File: src/hw/rtl/heap_block_allocator_defines.svh
`ifndef HEAP_BLOCK_ALLOCATOR_DEFINES_SVH
`define HEAP_BLOCK_ALLOCATOR_DEFINES_SVH

// Check that a condition holds in the same cycle as its trigger.
`define HBA_ASSERT_SAME(label, clk, rst_n, trig, cond, msg) \
  label: assert property (@(posedge clk) disable iff (!rst_n) (trig) |-> (cond)) \
    else $error(msg);

// Check that a condition holds in the cycle after its trigger.
`define HBA_ASSERT_NEXT(label, clk, rst_n, trig, cond, msg) \
  label: assert property (@(posedge clk) disable iff (!rst_n) (trig) |=> (cond)) \
    else $error(msg);

`endif

File: src/hw/rtl/hba_pkg.sv
`timescale 1ns / 1ps
package hba_pkg;

  localparam int unsigned BLOCK_HEADER_BYTES = 24;
  localparam int unsigned POOL_HEADER_BYTES  = 56;
  localparam int unsigned ALIGN_BYTES        = 16;
  localparam int unsigned QUEUE_DEPTH        = 2;
  localparam logic [31:0] POOL_RESET_BYTES   = 32'd65536;

  localparam logic [1:0] CMD_ALLOC = 2'd0;
  localparam logic [1:0] CMD_FREE  = 2'd1;
  localparam logic [1:0] CMD_QUERY = 2'd2;

  localparam logic [2:0] ST_OK       = 3'd0;
  localparam logic [2:0] ST_NULL     = 3'd1;
  localparam logic [2:0] ST_NO_ROOM  = 3'd2;
  localparam logic [2:0] ST_BAD_PTR  = 3'd3;
  localparam logic [2:0] ST_FULL     = 3'd4;

  typedef struct packed {
    logic [1:0]  command;
    logic [31:0] request_bytes;
    logic [31:0] data_offset;
  } hba_in_t;

  typedef struct packed {
    logic [31:0] result_offset;
    logic [31:0] block_bytes;
    logic [2:0]  status;
    logic [31:0] used_bytes;
  } hba_out_t;

  typedef enum logic [1:0] {
    K_DONE,
    K_ALLOC,
    K_FIND
  } hba_kind_t;

  // Classified command as it waits for the back end.
  typedef struct packed {
    hba_kind_t   kind;
    logic        is_free;
    logic [2:0]  status;
    logic [31:0] size;
    logic [31:0] data;
  } hba_item_t;

  typedef struct packed {
    logic [31:0] offset;
    logic [31:0] size;
    logic        freed;
  } hba_entry_t;

  typedef enum logic [2:0] {
    S_IDLE,
    S_SCAN,
    S_ADEC,
    S_FDEC,
    S_POP_RD,
    S_POP_CHK,
    S_RESP
  } hba_state_t;

  // Lower the break by one block, saturating at the pool start.
  function automatic logic [31:0] lower_break(input logic [31:0] brk,
                                              input logic [31:0] size);
    logic [32:0] amt;
    logic [33:0] diff;
    amt  = 33'(size) + 33'(BLOCK_HEADER_BYTES);
    diff = 34'(brk) - 34'(amt);
    if (!diff[33] && diff[32:0] >= 33'(POOL_HEADER_BYTES)) begin
      return diff[31:0];
    end
    return 32'(POOL_HEADER_BYTES);
  endfunction

endpackage

File: src/hw/rtl/heap_block_allocator.sv
`timescale 1ns / 1ps
// Block allocator over a pool kept as an address-ordered stack of blocks.
// Commands are classified on entry and queued (two deep), so new beats are
// taken while the back end works. The back end reads its block table one
// entry per cycle through a single memory read port: an allocate or lookup
// scans the table, then decides and responds; a free of the top block also
// pops each further trailing freed block, reading then checking it;
// commands rejected on entry go straight to the response. The result sits
// in an output register until taken. pool_bytes is to be written by the user
// only while no command is in flight; the block itself does not enforce it.
module heap_block_allocator #(
  parameter int unsigned MAX_BLOCKS = 32
) (
  input  logic              clk,
  input  logic              rst_n,
  input  logic              in_valid,
  output logic              in_ready,
  input  hba_pkg::hba_in_t  in_data,
  output logic              out_valid,
  input  logic              out_ready,
  output hba_pkg::hba_out_t out_data,
  input  logic              cfg_we,
  input  logic [31:0]       cfg_wdata
);
  import hba_pkg::*;

  `include "heap_block_allocator_defines.svh"

  logic [31:0] pool_r;
  hba_item_t   f_item, q_item;
  logic        q_full, q_empty, q_pop, push;

  assign in_ready = !q_full;
  assign push     = in_valid && !q_full;

  always_ff @(posedge clk) begin
    if (!rst_n) begin
      pool_r <= POOL_RESET_BYTES;
    end else if (cfg_we) begin
      pool_r <= cfg_wdata;
    end
  end

  hba_front u_front (
    .cmd_in     (in_data),
    .pool_bytes (pool_r),
    .item       (f_item)
  );

  hba_queue u_queue (
    .clk       (clk),
    .rst_n     (rst_n),
    .push      (push),
    .push_item (f_item),
    .full      (q_full),
    .pop       (q_pop),
    .pop_item  (q_item),
    .empty     (q_empty)
  );

  hba_back #(.MAX_BLOCKS(MAX_BLOCKS)) u_back (
    .clk        (clk),
    .rst_n      (rst_n),
    .pool_bytes (pool_r),
    .q_empty    (q_empty),
    .q_item     (q_item),
    .q_pop      (q_pop),
    .out_valid  (out_valid),
    .out_ready  (out_ready),
    .out_data   (out_data)
  );

  `HBA_ASSERT_SAME(a_err_no_offset, clk, rst_n, out_valid && out_data.status != ST_OK, out_data.result_offset == 32'd0, "error result carries an offset")
  `HBA_ASSERT_SAME(a_size_aligned, clk, rst_n, out_valid, (out_data.block_bytes & 32'(ALIGN_BYTES - 1)) == 32'd0, "block size not aligned")
  `HBA_ASSERT_NEXT(a_push_lands, clk, rst_n, push, !q_empty, "queued command lost")

endmodule

File: src/hw/rtl/hba_front.sv
`timescale 1ns / 1ps
module hba_front (
  input  hba_pkg::hba_in_t   cmd_in,
  input  logic [31:0]        pool_bytes,
  output hba_pkg::hba_item_t item
);
  import hba_pkg::*;

  logic [32:0] rounded;

  always_comb begin
    rounded = (33'(cmd_in.request_bytes) + 33'(ALIGN_BYTES - 1)) & ~33'(ALIGN_BYTES - 1);
    item.kind    = K_DONE;
    item.is_free = (cmd_in.command == CMD_FREE);
    item.status  = ST_OK;
    item.size    = rounded[31:0];
    item.data    = cmd_in.data_offset;
    case (cmd_in.command)
      CMD_ALLOC: begin
        if (cmd_in.request_bytes == 32'd0) begin
          item.status = ST_NULL;
        end else if (rounded[32]) begin
          item.status = ST_NO_ROOM;
        end else begin
          item.kind = K_ALLOC;
        end
      end
      CMD_FREE, CMD_QUERY: begin
        if (cmd_in.data_offset == 32'd0) begin
          item.status = ST_NULL;
        end else if (cmd_in.data_offset < 32'(POOL_HEADER_BYTES) ||
                     cmd_in.data_offset >= pool_bytes) begin
          item.status = ST_BAD_PTR;
        end else begin
          item.kind = K_FIND;
        end
      end
      default: begin
        item.status = ST_OK;
      end
    endcase
  end

endmodule

File: src/hw/rtl/hba_queue.sv
`timescale 1ns / 1ps
module hba_queue (
  input  logic               clk,
  input  logic               rst_n,
  input  logic               push,
  input  hba_pkg::hba_item_t push_item,
  output logic               full,
  input  logic               pop,
  output hba_pkg::hba_item_t pop_item,
  output logic               empty
);
  import hba_pkg::*;

  localparam int unsigned PW = (QUEUE_DEPTH > 1) ? $clog2(QUEUE_DEPTH) : 1;
  localparam int unsigned CW = $clog2(QUEUE_DEPTH + 1);

  hba_item_t      slot_r [QUEUE_DEPTH];
  logic [PW-1:0]  wp_r, wp_nxt, rp_r, rp_nxt;
  logic [CW-1:0]  cnt_r, cnt_nxt;

  assign full     = (cnt_r == CW'(QUEUE_DEPTH));
  assign empty    = (cnt_r == '0);
  assign pop_item = slot_r[rp_r];

  always_comb begin
    wp_nxt  = wp_r;
    rp_nxt  = rp_r;
    cnt_nxt = cnt_r;
    if (push) begin
      wp_nxt = (wp_r == PW'(QUEUE_DEPTH - 1)) ? '0 : wp_r + 1'b1;
    end
    if (pop) begin
      rp_nxt = (rp_r == PW'(QUEUE_DEPTH - 1)) ? '0 : rp_r + 1'b1;
    end
    case ({push, pop})
      2'b10:   cnt_nxt = cnt_r + 1'b1;
      2'b01:   cnt_nxt = cnt_r - 1'b1;
      default: cnt_nxt = cnt_r;
    endcase
  end

  always_ff @(posedge clk) begin
    if (!rst_n) begin
      wp_r  <= '0;
      rp_r  <= '0;
      cnt_r <= '0;
    end else begin
      wp_r  <= wp_nxt;
      rp_r  <= rp_nxt;
      cnt_r <= cnt_nxt;
    end
  end

  always_ff @(posedge clk) begin
    if (push) begin
      slot_r[wp_r] <= push_item;
    end
  end

endmodule

File: src/hw/rtl/hba_back.sv
`timescale 1ns / 1ps
module hba_back #(
  parameter int unsigned MAX_BLOCKS = 32
) (
  input  logic               clk,
  input  logic               rst_n,
  input  logic [31:0]        pool_bytes,
  input  logic               q_empty,
  input  hba_pkg::hba_item_t q_item,
  output logic               q_pop,
  output logic               out_valid,
  input  logic               out_ready,
  output hba_pkg::hba_out_t  out_data
);
  import hba_pkg::*;

  localparam int unsigned IW = (MAX_BLOCKS > 1) ? $clog2(MAX_BLOCKS) : 1;
  localparam int unsigned CW = $clog2(MAX_BLOCKS + 1);

  hba_entry_t mem [MAX_BLOCKS];
  hba_entry_t rd_q;
  logic       rd_en, mem_we;
  logic [IW-1:0] rd_addr, mem_wa;
  hba_entry_t mem_wd;

  hba_state_t    state_r, state_nxt;
  logic [CW-1:0] cnt_r, cnt_nxt, i_r, i_nxt;
  logic [31:0]   brk_r, brk_nxt, used_r, used_nxt;
  logic          chk_vld_r, chk_vld_nxt;
  logic [IW-1:0] chk_idx_r, chk_idx_nxt;
  hba_item_t     item_r, item_nxt;
  logic          pick_vld_r, pick_vld_nxt;
  logic [IW-1:0] pick_idx_r, pick_idx_nxt;
  hba_entry_t    pick_r, pick_nxt;
  logic [31:0]   res_off_r, res_off_nxt, res_size_r, res_size_nxt;
  logic [2:0]    res_st_r, res_st_nxt;
  logic          out_valid_r, out_valid_nxt;
  hba_out_t      out_data_r, out_data_nxt;

  logic          fits, good, match;
  logic [34:0]   four_sz, five_req;
  logic [32:0]   need;
  logic [33:0]   end_at;
  logic [32:0]   amt;
  logic [CW-1:0] top;

  assign out_valid = out_valid_r;
  assign out_data  = out_data_r;

  always_comb begin
    four_sz  = {1'b0, rd_q.size, 2'b00};
    five_req = {1'b0, item_r.size, 2'b00} + 35'(item_r.size);
    fits     = rd_q.freed && (rd_q.size >= item_r.size);
    good     = fits && (four_sz <= five_req);
    match    = (33'(rd_q.offset) + 33'(BLOCK_HEADER_BYTES)) == 33'(item_r.data);
    need     = 33'(item_r.size) + 33'(BLOCK_HEADER_BYTES);
    end_at   = 34'(brk_r) + 34'(need);
    amt      = 33'(pick_r.size) + 33'(BLOCK_HEADER_BYTES);
    top      = cnt_r - 1'b1;
  end

  always_comb begin
    state_nxt    = state_r;
    cnt_nxt      = cnt_r;
    i_nxt        = i_r;
    brk_nxt      = brk_r;
    used_nxt     = used_r;
    chk_vld_nxt  = 1'b0;
    chk_idx_nxt  = chk_idx_r;
    item_nxt     = item_r;
    pick_vld_nxt = pick_vld_r;
    pick_idx_nxt = pick_idx_r;
    pick_nxt     = pick_r;
    res_off_nxt  = res_off_r;
    res_size_nxt = res_size_r;
    res_st_nxt   = res_st_r;
    out_valid_nxt = out_valid_r && !out_ready;
    out_data_nxt = out_data_r;
    q_pop        = 1'b0;
    rd_en        = 1'b0;
    rd_addr      = i_r[IW-1:0];
    mem_we       = 1'b0;
    mem_wa       = pick_idx_r;
    mem_wd       = pick_r;

    case (state_r)
      S_IDLE: begin
        if (!q_empty) begin
          q_pop        = 1'b1;
          item_nxt     = q_item;
          i_nxt        = '0;
          pick_vld_nxt = 1'b0;
          res_off_nxt  = '0;
          res_size_nxt = '0;
          res_st_nxt   = q_item.status;
          state_nxt    = (q_item.kind == K_DONE) ? S_RESP : S_SCAN;
        end
      end
      S_SCAN: begin
        if (chk_vld_r && item_r.kind == K_ALLOC && good) begin
          pick_vld_nxt = 1'b1;
          pick_idx_nxt = chk_idx_r;
          pick_nxt     = rd_q;
          state_nxt    = S_ADEC;
        end else if (chk_vld_r && item_r.kind == K_FIND && match) begin
          pick_idx_nxt = chk_idx_r;
          pick_nxt     = rd_q;
          state_nxt    = S_FDEC;
        end else begin
          if (chk_vld_r && item_r.kind == K_ALLOC && fits &&
              (!pick_vld_r || rd_q.size < pick_r.size)) begin
            pick_vld_nxt = 1'b1;
            pick_idx_nxt = chk_idx_r;
            pick_nxt     = rd_q;
          end
          if (i_r < cnt_r) begin
            // issue the next read; its data is checked next cycle
            rd_en       = 1'b1;
            chk_vld_nxt = 1'b1;
            chk_idx_nxt = i_r[IW-1:0];
            i_nxt       = i_r + 1'b1;
          end else if (!chk_vld_r) begin
            if (item_r.kind == K_ALLOC) begin
              state_nxt = S_ADEC;
            end else begin
              res_st_nxt = ST_BAD_PTR;
              state_nxt  = S_RESP;
            end
          end
        end
      end
      S_ADEC: begin
        if (pick_vld_r) begin
          mem_we       = 1'b1;
          mem_wa       = pick_idx_r;
          mem_wd       = '{offset: pick_r.offset, size: pick_r.size, freed: 1'b0};
          used_nxt     = used_r + 32'(BLOCK_HEADER_BYTES) + pick_r.size;
          res_off_nxt  = pick_r.offset + 32'(BLOCK_HEADER_BYTES);
          res_size_nxt = pick_r.size;
        end else if (end_at > 34'(pool_bytes)) begin
          res_st_nxt = ST_NO_ROOM;
        end else if (cnt_r == CW'(MAX_BLOCKS)) begin
          res_st_nxt = ST_FULL;
        end else begin
          mem_we       = 1'b1;
          mem_wa       = cnt_r[IW-1:0];
          mem_wd       = '{offset: brk_r, size: item_r.size, freed: 1'b0};
          cnt_nxt      = cnt_r + 1'b1;
          res_off_nxt  = brk_r + 32'(BLOCK_HEADER_BYTES);
          res_size_nxt = item_r.size;
          brk_nxt      = end_at[31:0];
          used_nxt     = used_r + need[31:0];
        end
        state_nxt = S_RESP;
      end
      S_FDEC: begin
        state_nxt = S_RESP;
        if (!item_r.is_free) begin
          res_size_nxt = pick_r.size;
        end else begin
          if (!pick_r.freed) begin
            mem_we   = 1'b1;
            mem_wa   = pick_idx_r;
            mem_wd   = '{offset: pick_r.offset, size: pick_r.size, freed: 1'b1};
            used_nxt = (33'(used_r) >= amt) ? used_r - amt[31:0] : '0;
          end
          if (CW'(pick_idx_r) == top) begin
            // the freed block is the top one: drop it without a read
            cnt_nxt   = top;
            brk_nxt   = lower_break(brk_r, pick_r.size);
            state_nxt = S_POP_RD;
          end
        end
      end
      S_POP_RD: begin
        if (cnt_r == '0) begin
          state_nxt = S_RESP;
        end else begin
          rd_en     = 1'b1;
          rd_addr   = top[IW-1:0];
          state_nxt = S_POP_CHK;
        end
      end
      S_POP_CHK: begin
        if (rd_q.freed) begin
          cnt_nxt   = top;
          brk_nxt   = lower_break(brk_r, rd_q.size);
          state_nxt = S_POP_RD;
        end else begin
          state_nxt = S_RESP;
        end
      end
      S_RESP: begin
        if (!out_valid_r || out_ready) begin
          out_valid_nxt = 1'b1;
          out_data_nxt  = '{result_offset: res_off_r, block_bytes: res_size_r,
                            status: res_st_r, used_bytes: used_r};
          state_nxt     = S_IDLE;
        end
      end
      default: begin
        state_nxt = S_IDLE;
      end
    endcase
  end

  always_ff @(posedge clk) begin
    if (!rst_n) begin
      state_r     <= S_IDLE;
      cnt_r       <= '0;
      brk_r       <= 32'(POOL_HEADER_BYTES);
      used_r      <= '0;
      chk_vld_r   <= 1'b0;
      pick_vld_r  <= 1'b0;
      out_valid_r <= 1'b0;
    end else begin
      state_r     <= state_nxt;
      cnt_r       <= cnt_nxt;
      brk_r       <= brk_nxt;
      used_r      <= used_nxt;
      chk_vld_r   <= chk_vld_nxt;
      pick_vld_r  <= pick_vld_nxt;
      out_valid_r <= out_valid_nxt;
    end
  end

  always_ff @(posedge clk) begin
    i_r        <= i_nxt;
    chk_idx_r  <= chk_idx_nxt;
    item_r     <= item_nxt;
    pick_idx_r <= pick_idx_nxt;
    pick_r     <= pick_nxt;
    res_off_r  <= res_off_nxt;
    res_size_r <= res_size_nxt;
    res_st_r   <= res_st_nxt;
    out_data_r <= out_data_nxt;
  end

  always_ff @(posedge clk) begin
    if (mem_we) begin
      mem[mem_wa] <= mem_wd;
    end
    if (rd_en) begin
      rd_q <= mem[rd_addr];
    end
  end

endmodule
File: config.mk
export PLATFORM = sky130hd
export DESIGN_NAME = heap_block_allocator
export DESIGN_NICKNAME = d
export VERILOG_FILES = /design/src/hw/rtl/hba_pkg.sv /design/src/hw/rtl/heap_block_allocator.sv /design/src/hw/rtl/hba_front.sv /design/src/hw/rtl/hba_queue.sv /design/src/hw/rtl/hba_back.sv
export VERILOG_INCLUDE_DIRS = /design/src /design/src/hw/rtl
export SDC_FILE = /design/constraint.sdc
export NUM_CORES = 2
export LEC_CHECK = 0
export ABC_AREA = 1
export BUFFER_PORTS_ARGS = -buffer_cell sky130_fd_sc_hd__buf_4
export CAP_MARGIN = 20
export CORE_MARGIN = 10
export CORE_UTILIZATION = 37
export DETAILED_ROUTE_END_ITERATION = 7
export GPL_TIMING_DRIVEN = 0
export SLEW_MARGIN = 0
export SYNTH_ARGS = -nofsm -noshare
export SYNTH_HDL_FRONTEND = slang
export SYNTH_SLANG_ARGS = --single-unit
File: constraint.sdc
create_clock -name clk -period 14 [get_ports clk]
set_clock_uncertainty 0.05 [all_clocks]
set_input_delay 2.8 -clock clk [delete_from_list [all_inputs] [get_ports clk]]
set_output_delay 2.8 -clock clk [all_outputs]
set_load 0.03 [all_outputs]
==> metrics.md <==
| Metric | Value |
|---|---|
| Lkg Pwr | just over 50 nW |
| Slowest cell on crit path | nor2_4 |
| Max IR drop VDD | 201 µV |
| Critical path type | register to register |
| Startpoint types | register |
| Bufs and invs on worst path | 3 |
| Type of the tightest min-delay check | register to register |
| Initial antenna violation count | 42 |
| Via count | roughly 97000 |
| Top post-synthesis cells by area | edfxtp_1 62%, o21ai_0 6.3%, nor2_1 5.7%, ha_1 4.4%, nand2_1 3.9% |
| Post-synth EDFFs | roughly 2600 |
| Max incr delay on CP | 1.12 ns |
| Core Area | 336000 µm² |
| Sequential share of the synthesized area | between 60 and 70% |
| Status | complete, no violations |
| Async S/R FF share, synth | 0% |
| Drt drc | 0 |
| Main synth FF type | edfxtp_1 |
| Max-cap viol count | 0 |
| CTS Root Cell | clkbuf_16 |
| Avg Synthesized Cell Area | approximately 11 µm² |
| Critical path data required time | ~15 ns |
| Die width | between 600 and 700 µm |
| Final hold slack | ~0.36 ns |
| Global route overflow | 0 |
| RSZ-0062 raised after global routing | false |
| Worst slack at placement | around 4.4 ns |
| Ports | ~200 |
| Worst Max-Slew Pin Slew | 1.25 ns |
| Clock-pin slew on the worst setup and hold paths | about 0.06 ns |
| CTS tree | built |
| Via density | ~5.8 |
| Crit path DAT | around 11 ns |
| Clk_lat worst skew | 0.95 ns |
| Most common cell on crit path | nand2_1 |
| Avg WL per Cell | around 30 µm |
| Synth area leader | edfxtp_1 |
| Fin crit share | 71.4% |
| Final Worst Setup Slack | 4.00 ns |
| Post-Layout Cell Count | between 15000 and 20000 |
| CP Capture Type | register |
| Final nets | 12600 |
| ANT nets after route | 0 |
| Gr usage total | 26.6% |
| FMAX | about 100 MHz |
| Mapped cell area | between 100000 and 150000 µm² |
| Full die area | roughly 360000 µm² |
| Hold Fails Final Rpt | 0 |
| Post-Route WL | 505000 µm |
| DRT iter0 DRCs | 13600 |
| Setup violators final | 0 |
| Top-area cell type share of the netlist area | between 60% and 70% |
| Total power draw | about 41 mW |
| Most frequent cells after synthesis | 2585 x edfxtp_1, 1898 x nor2_1, 1570 x o21ai_0, 1291 x nand2_1, 640 x inv_1 |
| Clk sink count | around 2700 |
| First-pass GRT wire length | 693000 µm |
| TritonCTS buffer count | 292 |
| Postcts setup bufs | 0 |
| Cell class contributing the biggest share of worst-path delay | simple AND/OR/NAND/NOR gates |
| RD Place Congestion | 1.03 |
| Placed insts | between 15000 and 20000 |
| Slew Viols, Final | 0 |
| Critical Path Fanout Max | 19 |
| Row count | 213 |
| Synth warn | 0 |
| Area after DPL | approximately 140000 µm² |
| DRT Pass-1 Iters | 6 |
| Cell area after layout | between 100000 and 150000 µm² |
| Starting Density | 37.1% |
| Hold_buf cts | 0 |
| Htree depth | 5 |
| Largest net degree at the start of global routing | 65 |
| Die Ht | ~600 µm |
| Post-synth cell types | between 60 and 70 |
| Syn Nets | around 12000 |
| Worst rel slew slack | between 10% and 20% |
| Gate count of the mapped netlist | between 10000 and 15000 |
| Ratio of cells with drive above 1 in the final layout | slightly above 9% |
| Number of port buffers | 202 |
| Area growth syn-to-layout | 17.0% |
| Tmin final | between 9 and 10 ns |
| Setup TNS | 0 ns |
| HPWL Detailed | around 380000 µm |
| Post-Route Utilization | between 40% and 50% |
| FF+latch count, synth | between 2000 and 3000 |
| Longest Clk Path Bufs | 4 |
| Vias in the first global route | slightly above 90000 |
| Count leader, synth | edfxtp_1 |
| Power Dens Cells | 278 nW/µm² |
| CTS resizes | 0 |
-- report_power, final --
group / switching [mW] / internal [mW] / leakage, nW / total [mW]
combinational: 16.0 / 5.62 / 22.9 / 21.7
clock: 3.33 / 4.24 / 4.42 / 7.56
sequential: 1.05 / 10.3 / 24.4 / 11.3
total: 20.4 / 20.1 / 51.7 / 40.5
-- registers in the layout, indices dropped and copies added (netlist names), 2 cells and up, named ones only --
signal             cells
u_back.item_r         63
u_back.cnt_r           6
u_back.state_r         3
u_back.res_st_r        3
u_back.pick_r         65
u_back.brk_r          32
u_queue.cnt_r          2
u_back.used_r         32
u_queue.slot_r       130
u_back.pick_idx_r      5
u_back.res_off_r      32
u_back.rd_q           33
u_back.four_sz        32
pool_r                32
u_back.out_data       99
u_back.chk_idx_r       5
u_back.mem          2080
u_back.i_r             6
u_back.res_size_r     32
-- cells by family (layout without fill, tap and decap cells) --
| kind of cell | after synthesis | in the layout | share of synthesized area, % |
|---|---|---|---|
| AO/OA/AOI/OAI | 2993 | 2993 | 13.4 |
| XOR/XNOR | 257 | 257 | 1.81 |
| adder cells (fa/ha/maj) | 450 | 450 | 4.56 |
| buffers and inverters | 1209 | 2132 | 3.83 |
| flip-flops | 2698 | 2698 | 64.1 |
| multiplexers | 1 | 1 | 0.00803 |
| other | 0 | 14 | 0 |
| AND/OR/NAND/NOR | 3790 | 3790 | 12.3 |
-- final timing paths --
check | start | end | slack, ns | cells past startpoint
max reg2reg | u_back.item_r[36]$_DFFE_PP_ | u_back.mem[18][32]$_DFFE_PP_ | 4.00 | 30
max | u_back.item_r[36]$_DFFE_PP_ | u_back.mem[18][32]$_DFFE_PP_ | 4.00 | 30
min | u_back.chk_idx_r[2]$_DFFE_PP_ | u_back.pick_idx_r[2]$_DFFE_PP_ | 0.36 | 0
min reg2reg | u_back.chk_idx_r[2]$_DFFE_PP_ | u_back.pick_idx_r[2]$_DFFE_PP_ | 0.36 | 0
-- cells in the final DEF, fill, tap and decap left out, drive strengths merged, types with 12 or more instances in the layout --
cell,n
edfxtp,2585
nor2,1909
o21ai,1619
nand2,1294
clkbuf,752
inv,677
o22ai,568
buf,560
a21oi,457
ha,443
nand3,305
xor2,175
dfxtp,113
clkinv,113
nor3,102
xnor2,82
o221ai,81
nand4,79
o211ai,71
nor4,51
a31oi,48
o21a,30
o21bai,23
a21o,22
or2,20
nand3b,18
bufinv,16
diode,14
clkinvlp,14
a21boi,13
a22oi,13
o32ai,12
-- worst reg2reg max path, delay by kind of cell (launching register included) --
| kind | cells | cell delay (ns) |
|---|---|---|
| compound gates | 3 | 0.71 |
| xor+xnor | 2 | 1.41 |
| fa+ha+maj | 3 | 1.01 |
| buf+inv | 3 | 0.65 |
| flops | 1 | 0.94 |
| simple gates | 19 | 4.92 |
-- cell type report --
class	instances	area (µm²)
Sequential cell	2698	79900
Clock buffer	363	7720
Inverter	662	2480
Antenna cell	14	35.0
Fill cell	31500	190000
Timing Repair Buffer	402	5530
Tap cell	4515	5650
Multi-Input combinational cell	7491	40800
Clock inverter	158	1400
Buffer	547	2300
-- routing by layer --
metal	track usage, %	up-vias	wire [µm]
li1	-	42600	-
met1	34.3	47500	189000
met2	41.4	6020	224000
met3	5.25	1265	54300
met4	15.9	12	36500
met5	0	-	83
No activity file was read; power rests on OpenSTA's default activity.
